$ cat src/hdl/scfb_pkg.sv
package scfb_pkg;

  // command kinds
  localparam logic [1:0] FUNC_SET_ID = 2'd0;
  localparam logic [1:0] FUNC_MOVE   = 2'd1;
  localparam logic [1:0] FUNC_UNLOAD = 2'd2;
  localparam logic [1:0] FUNC_LOAD   = 2'd3;

  // register indexes
  localparam logic [1:0] REG_FRAME_HEADER    = 2'd0;
  localparam logic [1:0] REG_OPCODE_MOVE     = 2'd1;
  localparam logic [1:0] REG_OPCODE_ID_WRITE = 2'd2;
  localparam logic [1:0] REG_OPCODE_LOAD     = 2'd3;

  // register reset values
  localparam logic [7:0] RST_FRAME_HEADER    = 8'd85;
  localparam logic [7:0] RST_OPCODE_MOVE     = 8'd1;
  localparam logic [7:0] RST_OPCODE_ID_WRITE = 8'd13;
  localparam logic [7:0] RST_OPCODE_LOAD     = 8'd31;

  localparam int         FRAME_MAX = 10;
  localparam logic [9:0] POS_MAX   = 10'd1000;
  localparam logic [7:0] SHORT_LEN = 8'd4;
  localparam logic [7:0] MOVE_LEN  = 8'd7;
  localparam logic [7:0] PARAM_UNLOAD = 8'd0;
  localparam logic [7:0] PARAM_LOAD   = 8'd1;

  typedef struct packed {
    logic [1:0]         func;
    logic [7:0]         servo_id;
    logic [7:0]         new_id;
    logic signed [15:0] target_position;
    logic [15:0]        move_time;
  } cmd_t;

  typedef struct packed {
    logic [7:0] frame_byte;
    logic       last_byte;
  } frame_out_t;

  typedef struct packed {
    logic       valid;
    logic       last;
    logic [7:0] data;
  } cell_t;

  typedef struct packed {
    logic [7:0] frame_header;
    logic [7:0] opcode_move;
    logic [7:0] opcode_id_write;
    logic [7:0] opcode_load;
  } cfg_regs_t;

endpackage

$ cat src/hdl/scfb_cell.sv
module scfb_cell (
  input  logic            clk,
  input  logic            rst_n,
  input  logic            load_en,
  input  logic            shift_en,
  input  scfb_pkg::cell_t load_cell,
  input  scfb_pkg::cell_t up_cell,
  output scfb_pkg::cell_t cell_q
);

  logic       valid_r;
  logic       valid_nxt;
  logic       last_r;
  logic [7:0] data_r;

  always_comb begin
    if (load_en) begin
      valid_nxt = load_cell.valid;
    end else if (shift_en) begin
      valid_nxt = up_cell.valid;
    end else begin
      valid_nxt = valid_r;
    end
  end

  always_ff @(posedge clk) begin
    if (!rst_n) begin
      valid_r <= 1'b0;
    end else begin
      valid_r <= valid_nxt;
    end
  end

  // payload takes no reset
  always_ff @(posedge clk) begin
    if (load_en) begin
      last_r <= load_cell.last;
      data_r <= load_cell.data;
    end else if (shift_en) begin
      last_r <= up_cell.last;
      data_r <= up_cell.data;
    end
  end

  assign cell_q = '{valid: valid_r, last: last_r, data: data_r};

endmodule

$ cat src/hdl/scfb_frame_fmt.sv
module scfb_frame_fmt (
  input  scfb_pkg::cmd_t                               cmd,
  input  scfb_pkg::cfg_regs_t                          regs,
  output scfb_pkg::cell_t [scfb_pkg::FRAME_MAX-1:0]    frame
);

  logic       is_move;
  logic [9:0] pos;
  logic [7:0] len;
  logic [7:0] opcode;
  logic [7:0] p0;
  logic [7:0] p1;
  logic [7:0] p2;
  logic [7:0] p3;
  logic [7:0] sum;
  logic [7:0] csum;

  assign is_move = (cmd.func == scfb_pkg::FUNC_MOVE);

  // clamp to 0..1000
  always_comb begin
    if (cmd.target_position[15]) begin
      pos = '0;
    end else if (cmd.target_position[14:0] > {5'd0, scfb_pkg::POS_MAX}) begin
      pos = scfb_pkg::POS_MAX;
    end else begin
      pos = cmd.target_position[9:0];
    end
  end

  always_comb begin
    len    = scfb_pkg::SHORT_LEN;
    opcode = regs.opcode_load;
    p0     = scfb_pkg::PARAM_UNLOAD;
    p1     = '0;
    p2     = '0;
    p3     = '0;
    case (cmd.func)
      scfb_pkg::FUNC_SET_ID: begin
        opcode = regs.opcode_id_write;
        p0     = cmd.new_id;
      end
      scfb_pkg::FUNC_MOVE: begin
        len    = scfb_pkg::MOVE_LEN;
        opcode = regs.opcode_move;
        p0     = pos[7:0];
        p1     = {6'd0, pos[9:8]};
        p2     = cmd.move_time[7:0];
        p3     = cmd.move_time[15:8];
      end
      scfb_pkg::FUNC_UNLOAD: begin
        p0 = scfb_pkg::PARAM_UNLOAD;
      end
      scfb_pkg::FUNC_LOAD: begin
        p0 = scfb_pkg::PARAM_LOAD;
      end
      default: begin
        p0 = scfb_pkg::PARAM_UNLOAD;
      end
    endcase
  end

  // unused parameter bytes are zero for short frames
  assign sum  = cmd.servo_id + len + opcode + p0 + p1 + p2 + p3;
  assign csum = ~sum;

  always_comb begin
    frame[0] = '{valid: 1'b1, last: 1'b0, data: regs.frame_header};
    frame[1] = '{valid: 1'b1, last: 1'b0, data: regs.frame_header};
    frame[2] = '{valid: 1'b1, last: 1'b0, data: cmd.servo_id};
    frame[3] = '{valid: 1'b1, last: 1'b0, data: len};
    frame[4] = '{valid: 1'b1, last: 1'b0, data: opcode};
    frame[5] = '{valid: 1'b1, last: 1'b0, data: p0};
    if (is_move) begin
      frame[6] = '{valid: 1'b1, last: 1'b0, data: p1};
      frame[7] = '{valid: 1'b1, last: 1'b0, data: p2};
      frame[8] = '{valid: 1'b1, last: 1'b0, data: p3};
      frame[9] = '{valid: 1'b1, last: 1'b1, data: csum};
    end else begin
      frame[6] = '{valid: 1'b1, last: 1'b1, data: csum};
      frame[7] = '{valid: 1'b0, last: 1'b0, data: '0};
      frame[8] = '{valid: 1'b0, last: 1'b0, data: '0};
      frame[9] = '{valid: 1'b0, last: 1'b0, data: '0};
    end
  end

endmodule

$ cat src/hdl/servo_command_frame_builder_unit.sv
// channel   | direction | handshake              | payload
// in_       | request   | in_valid / in_ready    | scfb_pkg::cmd_t (one servo command)
// out_      | result    | out_valid / out_ready  | scfb_pkg::frame_out_t (one frame byte)
// cfg_      | register  | apb psel/penable       | 8-bit registers at byte addr 4*i
//
// a request loads its whole frame, 7 or 10 bytes, into a row of ten byte cells
// the row shifts one byte a cycle toward cell 0, the output register, unless the output stalls
// a request sends 7 frame bytes (set id, load, unload) or 10 (move) through
// the single output byte lane, one byte at a time
// the next request loads in the cycle the checksum byte is taken, no bubble
// rst_n is synchronous: it empties the row and restores register defaults
// an output stall freezes the whole row; in_ready stays low until it drains
module servo_command_frame_builder_unit (
  input  logic                  clk,
  input  logic                  rst_n,
  // request channel
  input  logic                  in_valid,
  output logic                  in_ready,
  input  scfb_pkg::cmd_t        in_data,
  // result channel
  output logic                  out_valid,
  input  logic                  out_ready,
  output scfb_pkg::frame_out_t  out_data,
  // register port
  input  logic                  cfg_psel,
  input  logic                  cfg_penable,
  input  logic                  cfg_pwrite,
  input  logic [3:0]            cfg_paddr,
  input  logic [31:0]           cfg_pwdata,
  output logic [31:0]           cfg_prdata,
  output logic                  cfg_pready
);

  localparam int N = scfb_pkg::FRAME_MAX;

  // configuration registers
  scfb_pkg::cfg_regs_t regs_r;
  logic                cfg_wr;
  logic [1:0]          cfg_idx;

  assign cfg_pready = 1'b1;
  assign cfg_wr     = cfg_psel && cfg_penable && cfg_pwrite && cfg_pready;
  assign cfg_idx    = cfg_paddr[3:2];

  always_ff @(posedge clk) begin
    if (!rst_n) begin
      regs_r.frame_header    <= scfb_pkg::RST_FRAME_HEADER;
      regs_r.opcode_move     <= scfb_pkg::RST_OPCODE_MOVE;
      regs_r.opcode_id_write <= scfb_pkg::RST_OPCODE_ID_WRITE;
      regs_r.opcode_load     <= scfb_pkg::RST_OPCODE_LOAD;
    end else if (cfg_wr) begin
      case (cfg_idx)
        scfb_pkg::REG_FRAME_HEADER:    regs_r.frame_header    <= cfg_pwdata[7:0];
        scfb_pkg::REG_OPCODE_MOVE:     regs_r.opcode_move     <= cfg_pwdata[7:0];
        scfb_pkg::REG_OPCODE_ID_WRITE: regs_r.opcode_id_write <= cfg_pwdata[7:0];
        scfb_pkg::REG_OPCODE_LOAD:     regs_r.opcode_load     <= cfg_pwdata[7:0];
        default: begin
        end
      endcase
    end
  end

  // register readback
  always_comb begin
    case (cfg_idx)
      scfb_pkg::REG_FRAME_HEADER:    cfg_prdata = {24'd0, regs_r.frame_header};
      scfb_pkg::REG_OPCODE_MOVE:     cfg_prdata = {24'd0, regs_r.opcode_move};
      scfb_pkg::REG_OPCODE_ID_WRITE: cfg_prdata = {24'd0, regs_r.opcode_id_write};
      scfb_pkg::REG_OPCODE_LOAD:     cfg_prdata = {24'd0, regs_r.opcode_load};
      default:                       cfg_prdata = '0;
    endcase
  end

  // frame formatter: header, id, length, opcode, params, checksum
  scfb_pkg::cell_t [N-1:0] frame;

  scfb_frame_fmt u_fmt (
    .cmd   (in_data),
    .regs  (regs_r),
    .frame (frame)
  );

  // cell row; cell 0 drives the output
  scfb_pkg::cell_t [N-1:0] cell_q;
  scfb_pkg::cell_t [N-1:0] up_cell;
  logic [N-1:0]            cell_valid;
  logic                    shift_en;
  logic                    tail_empty;
  logic                    load_en;

  always_comb begin
    for (int i = 0; i < N; i++) begin
      cell_valid[i] = cell_q[i].valid;
    end
  end

  // output slot frees when empty or taken
  assign shift_en   = !cell_q[0].valid || out_ready;
  // only cell 0 may still hold a byte when the next frame loads
  assign tail_empty = (cell_valid[N-1:1] == '0);
  assign in_ready   = shift_en && tail_empty;
  assign load_en    = in_valid && in_ready;

  genvar g;
  generate
    for (g = 0; g < N; g++) begin : g_cell
      if (g == N - 1) begin : g_end
        assign up_cell[g] = '{valid: 1'b0, last: 1'b0, data: '0};
      end else begin : g_mid
        assign up_cell[g] = cell_q[g+1];
      end

      scfb_cell u_cell (
        .clk       (clk),
        .rst_n     (rst_n),
        .load_en   (load_en),
        .shift_en  (shift_en),
        .load_cell (frame[g]),
        .up_cell   (up_cell[g]),
        .cell_q    (cell_q[g])
      );
    end
  endgenerate

  assign out_valid           = cell_q[0].valid;
  assign out_data.frame_byte = cell_q[0].data;
  assign out_data.last_byte  = cell_q[0].last;

`ifndef SYNTHESIS
  // an accepted request shows its first header byte in the next cycle
  a_load_shows: assert property (@(posedge clk) disable iff (!rst_n)
    in_valid && in_ready |=> out_valid)
    else $error("accepted request did not reach the output cell");

  // the checksum byte is always the last one in the row
  a_last_alone: assert property (@(posedge clk) disable iff (!rst_n)
    out_valid && out_data.last_byte |-> !cell_q[1].valid)
    else $error("bytes queued behind the checksum byte");

  // occupied cells stay packed toward the output
  a_packed: assert property (@(posedge clk) disable iff (!rst_n)
    (cell_valid & (cell_valid + 1'b1)) == '0)
    else $error("gap in the cell row");

  // a non-last byte always has a successor queued
  a_frame_whole: assert property (@(posedge clk) disable iff (!rst_n)
    out_valid && !out_data.last_byte |-> cell_q[1].valid)
    else $error("frame cut short in the cell row");
`endif

endmodule
$ cat config.mk
export PLATFORM = sky130hd
export DESIGN_NAME = servo_command_frame_builder_unit
export DESIGN_NICKNAME = d
export VERILOG_FILES = /design/src/hdl/scfb_pkg.sv /design/src/hdl/scfb_cell.sv /design/src/hdl/scfb_frame_fmt.sv /design/src/hdl/servo_command_frame_builder_unit.sv
export SDC_FILE = /design/constraint.sdc
export NUM_CORES = 1
export LEC_CHECK = 0
export BUFFER_PORTS_ARGS = -buffer_cell sky130_fd_sc_hd__buf_2
export CORE_MARGIN = 2
export CORE_UTILIZATION = 59
export DETAILED_ROUTE_END_ITERATION = 10
export GPL_ROUTABILITY_DRIVEN = 1
export PLACE_DENSITY = 0.91
export SETUP_SLACK_MARGIN = 0.2
export SLEW_MARGIN = 20
export SYNTH_ARGS = -nofsm -noshare
export SYNTH_HDL_FRONTEND = slang
export SYNTH_HIERARCHICAL = 1
export SYNTH_SLANG_ARGS = --single-unit
$ cat constraint.sdc
create_clock -name clk -period 11.2 [get_ports clk]
set_input_delay 0.56 -clock clk [delete_from_list [all_inputs] [get_ports clk]]
set_output_delay 0.56 -clock clk [all_outputs]
set_load 0.02 [all_outputs]
* Word level (Yosys, flattened, before mapping) *
Index checks and enable logic that the tools add are counted.

cells by class
  mux-type cells = 57
  eq/ne operators = 6
  add/sub/neg operators = 6
  reduce and logical (&&, ||, !) cells = 14
  $lt $le $gt $ge = 1
  bitwise logic cells = 1

operators with widths
  kind                    count
  $mux W8                 22
  $pmux W32 S4            1
  $mux W40                1
  $add A8 B8 Y8           4
  $pmux W8 S4             1
  $mux W1                 27
  $mux W10                2
  $pmux W8 S2             1
  $gt A15 B10 Y1 const B  1
  $logic_not A9 Y1        1
  $add A8 B2 Y8           1
  $add A8 B3 Y8           1
  $eq A2 B2 Y1 const B    4
  $not A8 Y8              1
  $reduce_and A2 Y1       4
  $eq A2 B1 Y1 const B    2
  $logic_and A1 B1 Y1     4
  $logic_not A2 Y1        2
  $mux W2                 2
  $reduce_bool A2 Y1      1
  $logic_not A1 Y1        1
  $logic_or A1 B1 Y1      1

storage, ports and cells
  input bits = 93
  word-level logic and storage cells = 119
  output and inout port bits = 44
  bits in registers = 132

* Depth between registers and ports, before layout *
  depth in word-level cells = 11
  gate-level depth with buffers = 21

* Modules after synthesis *
The synthesis kept the hierarchy.

by module, submodules not included
  module                            instances  area an instance (um2)  cells each  sequential area each (um2)
  scfb_cell                         10         455.4                   26          290.3
  scfb_frame_fmt                    1          1,901.8                 251         0.0
  servo_command_frame_builder_unit  1          1,665.3                 170         640.6

* Worst setup path after synthesis *
Ideal clock, no wire load.

  kind = input port to flip-flop
  from = input port out_ready
  to = register g_cell[0].u_cell.data_r[0], data pin
  cell stages on the path = 5
  setup slack = 5.814 ns
  arrival time = 5.126 ns
  required time = 10.940 ns
  buffers on the path = 1
  cell sequence = nand2b_1 > nand3_1 > nor4bb_1 > buf_6 > mux2_2

between the ends
  word-level cells in the longest chain between the ends = 4

RTL lines
  item                  RTL line                                 source
  start, declared       servo_command_frame_builder_unit.sv:22   input logic out_ready,
  $logic_or A1 B1 Y1    servo_command_frame_builder_unit.sv:98   assign shift_en = !cell_q[0].valid || out_ready;
  $logic_and A1 B1 Y1   servo_command_frame_builder_unit.sv:101  assign in_ready = shift_en && tail_empty;
  $logic_and A1 B1 Y1   servo_command_frame_builder_unit.sv:102  assign load_en = in_valid && in_ready;
  net load_en           servo_command_frame_builder_unit.sv:89   logic load_en;
  $mux W8               scfb_cell.sv:36                          if (load_en) begin
  end signal, assigned  scfb_cell.sv:38                          data_r <= load_cell.data;
  end signal, assigned  scfb_cell.sv:41                          data_r <= up_cell.data;
  end, declared         scfb_cell.sv:14                          logic [7:0] data_r;

The timed path passes the listed nets, and every way through them passes these cells.
A chain may end at the register's enable or synchronous reset.

==> metrics.md <==
| Metric | Value |
|---|---|
| Status | `finished clean` |
| Yosys warnings | `6` |
| Unique masters post-synth | `53` |
| Initial core utilization | `60.8%` |
| FFs w/ async S/R, synth | `0%` |
| Vias in the first global route | `4840` |
| RSZ-0062 raised after global routing | `no` |
| Worst-Margin Slew | `1.04 ns` |
| Fin crit period | `~6.4 ns` |
| Synth area leaders | `edfxtp_1, mux2_2, dfxtp_1` |
| First-pass GRT wire length | `24.3 mm` |
| Ports | `137` |
| WL met3 | `980 µm` |
| Hold Crit Depth | `3` |
| Layout Area Growth over Synthesis | `6.30%` |
| Sequential fraction of the synthesis area | `43.6%` |
| DIE AREA | `14700 µm²` |
| First-iteration detailed-routing DRC count | `a little over 500` |
| Final HPWL from detailed placement | `10.8 mm` |
| Max IR drop VDD | `0.134 mV` |
| Vias | `4901` |
| CP Capture Type | `flop` |
| Filler Cell Count | `about 990` |
| Clock buffer depth | `2` |
| Crit Path Category | `primary input to flop` |
| Fin worst setup slack | `4.78 ns` |
| Placement Setup Slack | `4.45 ns` |
| Met1 WL | `6.35 mm` |
| Synth Instances | `681` |
| FMAX | `156 MHz` |
| Fin Setup TNS | `0 ns` |
| Setup violations, final | `0` |
| R2R Setup Slk | `5.83 ns` |
| Syn Area/Cell | `11.9 µm²` |
| Number of flops mapped to enable cells by yosys | `90` |
| Startpoint Class | `primary input` |
| Max Clock Skew | `0.00796 ns` |
| Worst slew margin | `30.6%` |
| Die width | `121 µm` |
| WL met2 | `slightly below 8 mm` |
| Fin nets | `845` |
| CP max FO | `33` |
| TritonCTS clock tree | `yes` |
| 1st-pass router iterations | `6` |
| IO buf count | `85` |
| FP Rows | `42` |
| Core footprint | `13300 µm²` |
| Cell Area, Synth | `8120 µm²` |
| Critical path data arrival time | `6.59 ns` |
| Remaining Overflow, GRT | `0` |
| Layout cell share with drive strength beyond 1 | `between 30% and 40%` |
| Leak | `3.84 nW` |
| Routed len/inst | `16.9 µm` |
| Post-CTS sizing | `0` |
| Clk root buf | `clkbuf_16` |
| Clock transition at path regs | `0.06 ns` |
| Drt total wl | `between 15 and 20 mm` |
| CTS H-tree depth | `4` |
| Final cycle utilization of the critical path | `57.3%` |
| Hold buffers post-CTS | `0` |
| Synth area leader | `edfxtp_1` |
| DRC | `0` |
| Total Routing Usage GR | `22.0%` |
| Largest net degree at the start of global routing | `81` |
| Initial antenna violation count | `1` |
| Max Cap Viol | `0` |
| Min-delay worst type | `primary input to flop` |
| Final count of pins violating max slew | `0` |
| Skew-Pair Late Insertion Delay | `0.42 ns` |
| CP required | `roughly 11 ns` |
| Number of synthesized register bits | `132` |
| Pwr per Cell Area | `234 nW/µm²` |
| Top sig layer | `met4` |
| Remaining antenna violation count | `0` |
| Cts bufs inserted | `17` |
| Layout Utilization | `64.7%` |
| Die height | `121 µm` |
| Worst Reg-to-Reg Cells | `16` |
| Gpl congestion | `between 0.9 and 1` |
| Yosys top cell area share | `33.3%` |
| Count of final hold-check violations | `0` |
| Primary FF master, synth | `edfxtp_1` |
| Via density | `5.40` |
| Post-CTS Setup Repair Bufs | `0` |
| Clock sink count | `132` |
==> synth_stat cells (11+ instances only) <==
library cell,number
nor2_1,23
edfxtp_1,90
o21ai_0,14
inv_1,48
buf_6,12
and2_1,17
fa_1,24
mux2i_1,31
ha_1,11
mux2_2,90
nand2b_1,11
dfxtp_1,42
buf_4,96
nand2_1,41
==> cell type report <==
cell class | instances | area [µm²] | area share, %
inverter | 50 | 188 | 2.17
antenna | 1 | 2.50 | 0.0290
multi-input combinational | 429 | 3680 | 42.7
timing repair buffer | 87 | 440 | 5.10
clock buffer | 25 | 512 | 5.93
sequential | 132 | 3540 | 41.0
tap | 176 | 220 | 2.55
clock inverter | 7 | 42.5 | 0.493
==> layout by cell type (no fill, tap or decap), drive strengths merged, types with 3 or more instances in the layout <==
cell    Yosys  layout
mux2      100     100
edfxtp     90      90
buf       116      87
conb        4      56
inv        50      53
dfxtp      42      42
nand2      41      41
mux2i      31      31
nor2       26      26
clkbuf      6      25
fa         24      24
o21ai      20      20
and2       17      17
nand2b     11      11
ha         11      11
or2        10      10
o211a      10      10
mux4        8       8
a21oi       7       7
xnor2       7       7
o211ai      6       6
nor4        4       4
nand3       4       4
clkinv      0       4
nand4       3       3
a211o       3       3
nor3        3       3
a22o        3       3
xor2        3       3
==> cell families after synthesis <==
group / Yosys count / synth area share [%]
AOI/OAI and AO/OA: 60 / 5.24
xor gates and xnor gates: 11 / 1.36
adders and majority gates: 35 / 7.61
buffers and inverters: 172 / 13.6
DFF: 132 / 43.6
muxes: 139 / 20.4
other: 4 / 0.185
and+or+nand+nor: 128 / 8.03
==> path summary, 6_finish.rpt <==
path | startpoint | end
setup / recovery | in_data[48] | g_cell[9].u_cell/data_r[7]
hold reg to reg | regs_r[15] | regs_r[15]
setup reg to reg | regs_r[17] | g_cell[9].u_cell/data_r[7]
hold / removal | cfg_pwdata[2] | regs_r[18]
==> through the flow <==
stage	hold slack, ns	total power [W]	cells	area, µm²
2_1_floorplan	0.444	0.00145	733	8320
3_3_place_gp	0.453	0.00147	874	8080
3_5_place_dp	0.465	0.00150	874	8080
4_1_cts	0.383	0.00203	906	8630
5_1_grt	0.394	0.00213	907	8630
6_report	0.401	0.00202	907	8630
==> registers in the layout (all words and copies together), names as in the netlist <==
name and flops:
g_cell.u_cell/last_r 10, g_cell.u_cell/valid_r 10, g_cell.u_cell/data_r 80, regs_r 32
==> metal layers <==
metal  up-vias  GRT usage [%]
met1      2385           26.9
met2       204           37.0
met3        21           6.34
met4         0           7.83
li1       2291              -
met5         -              0
==> power breakdown <==
group / internal [W] / switching (W)
registers: 0.000773 / 0.0000514
clock network: 0.000317 / 0.000201
logic: 0.000347 / 0.000331
==> worst max-delay path: stages <==
cell      delay [ns]
buf_2           0.35
inv_2           0.14
nor2_4          0.61
inv_2           0.25
nor2_1          0.24
and3b_1         0.26
a22o_1          0.24
fa_1            0.41
inv_1           0.08
fa_1            0.46
fa_1            0.56
inv_1           0.05
ha_1            0.22
fa_1            0.45
a211oi_2        0.28
o21bai_1        0.11
a21oi_1         0.26
xnor3_1         0.46
xor2_1          0.23
nor2_1          0.08
mux2_2          0.27
No activity file was read; power rests on OpenSTA's default activity.
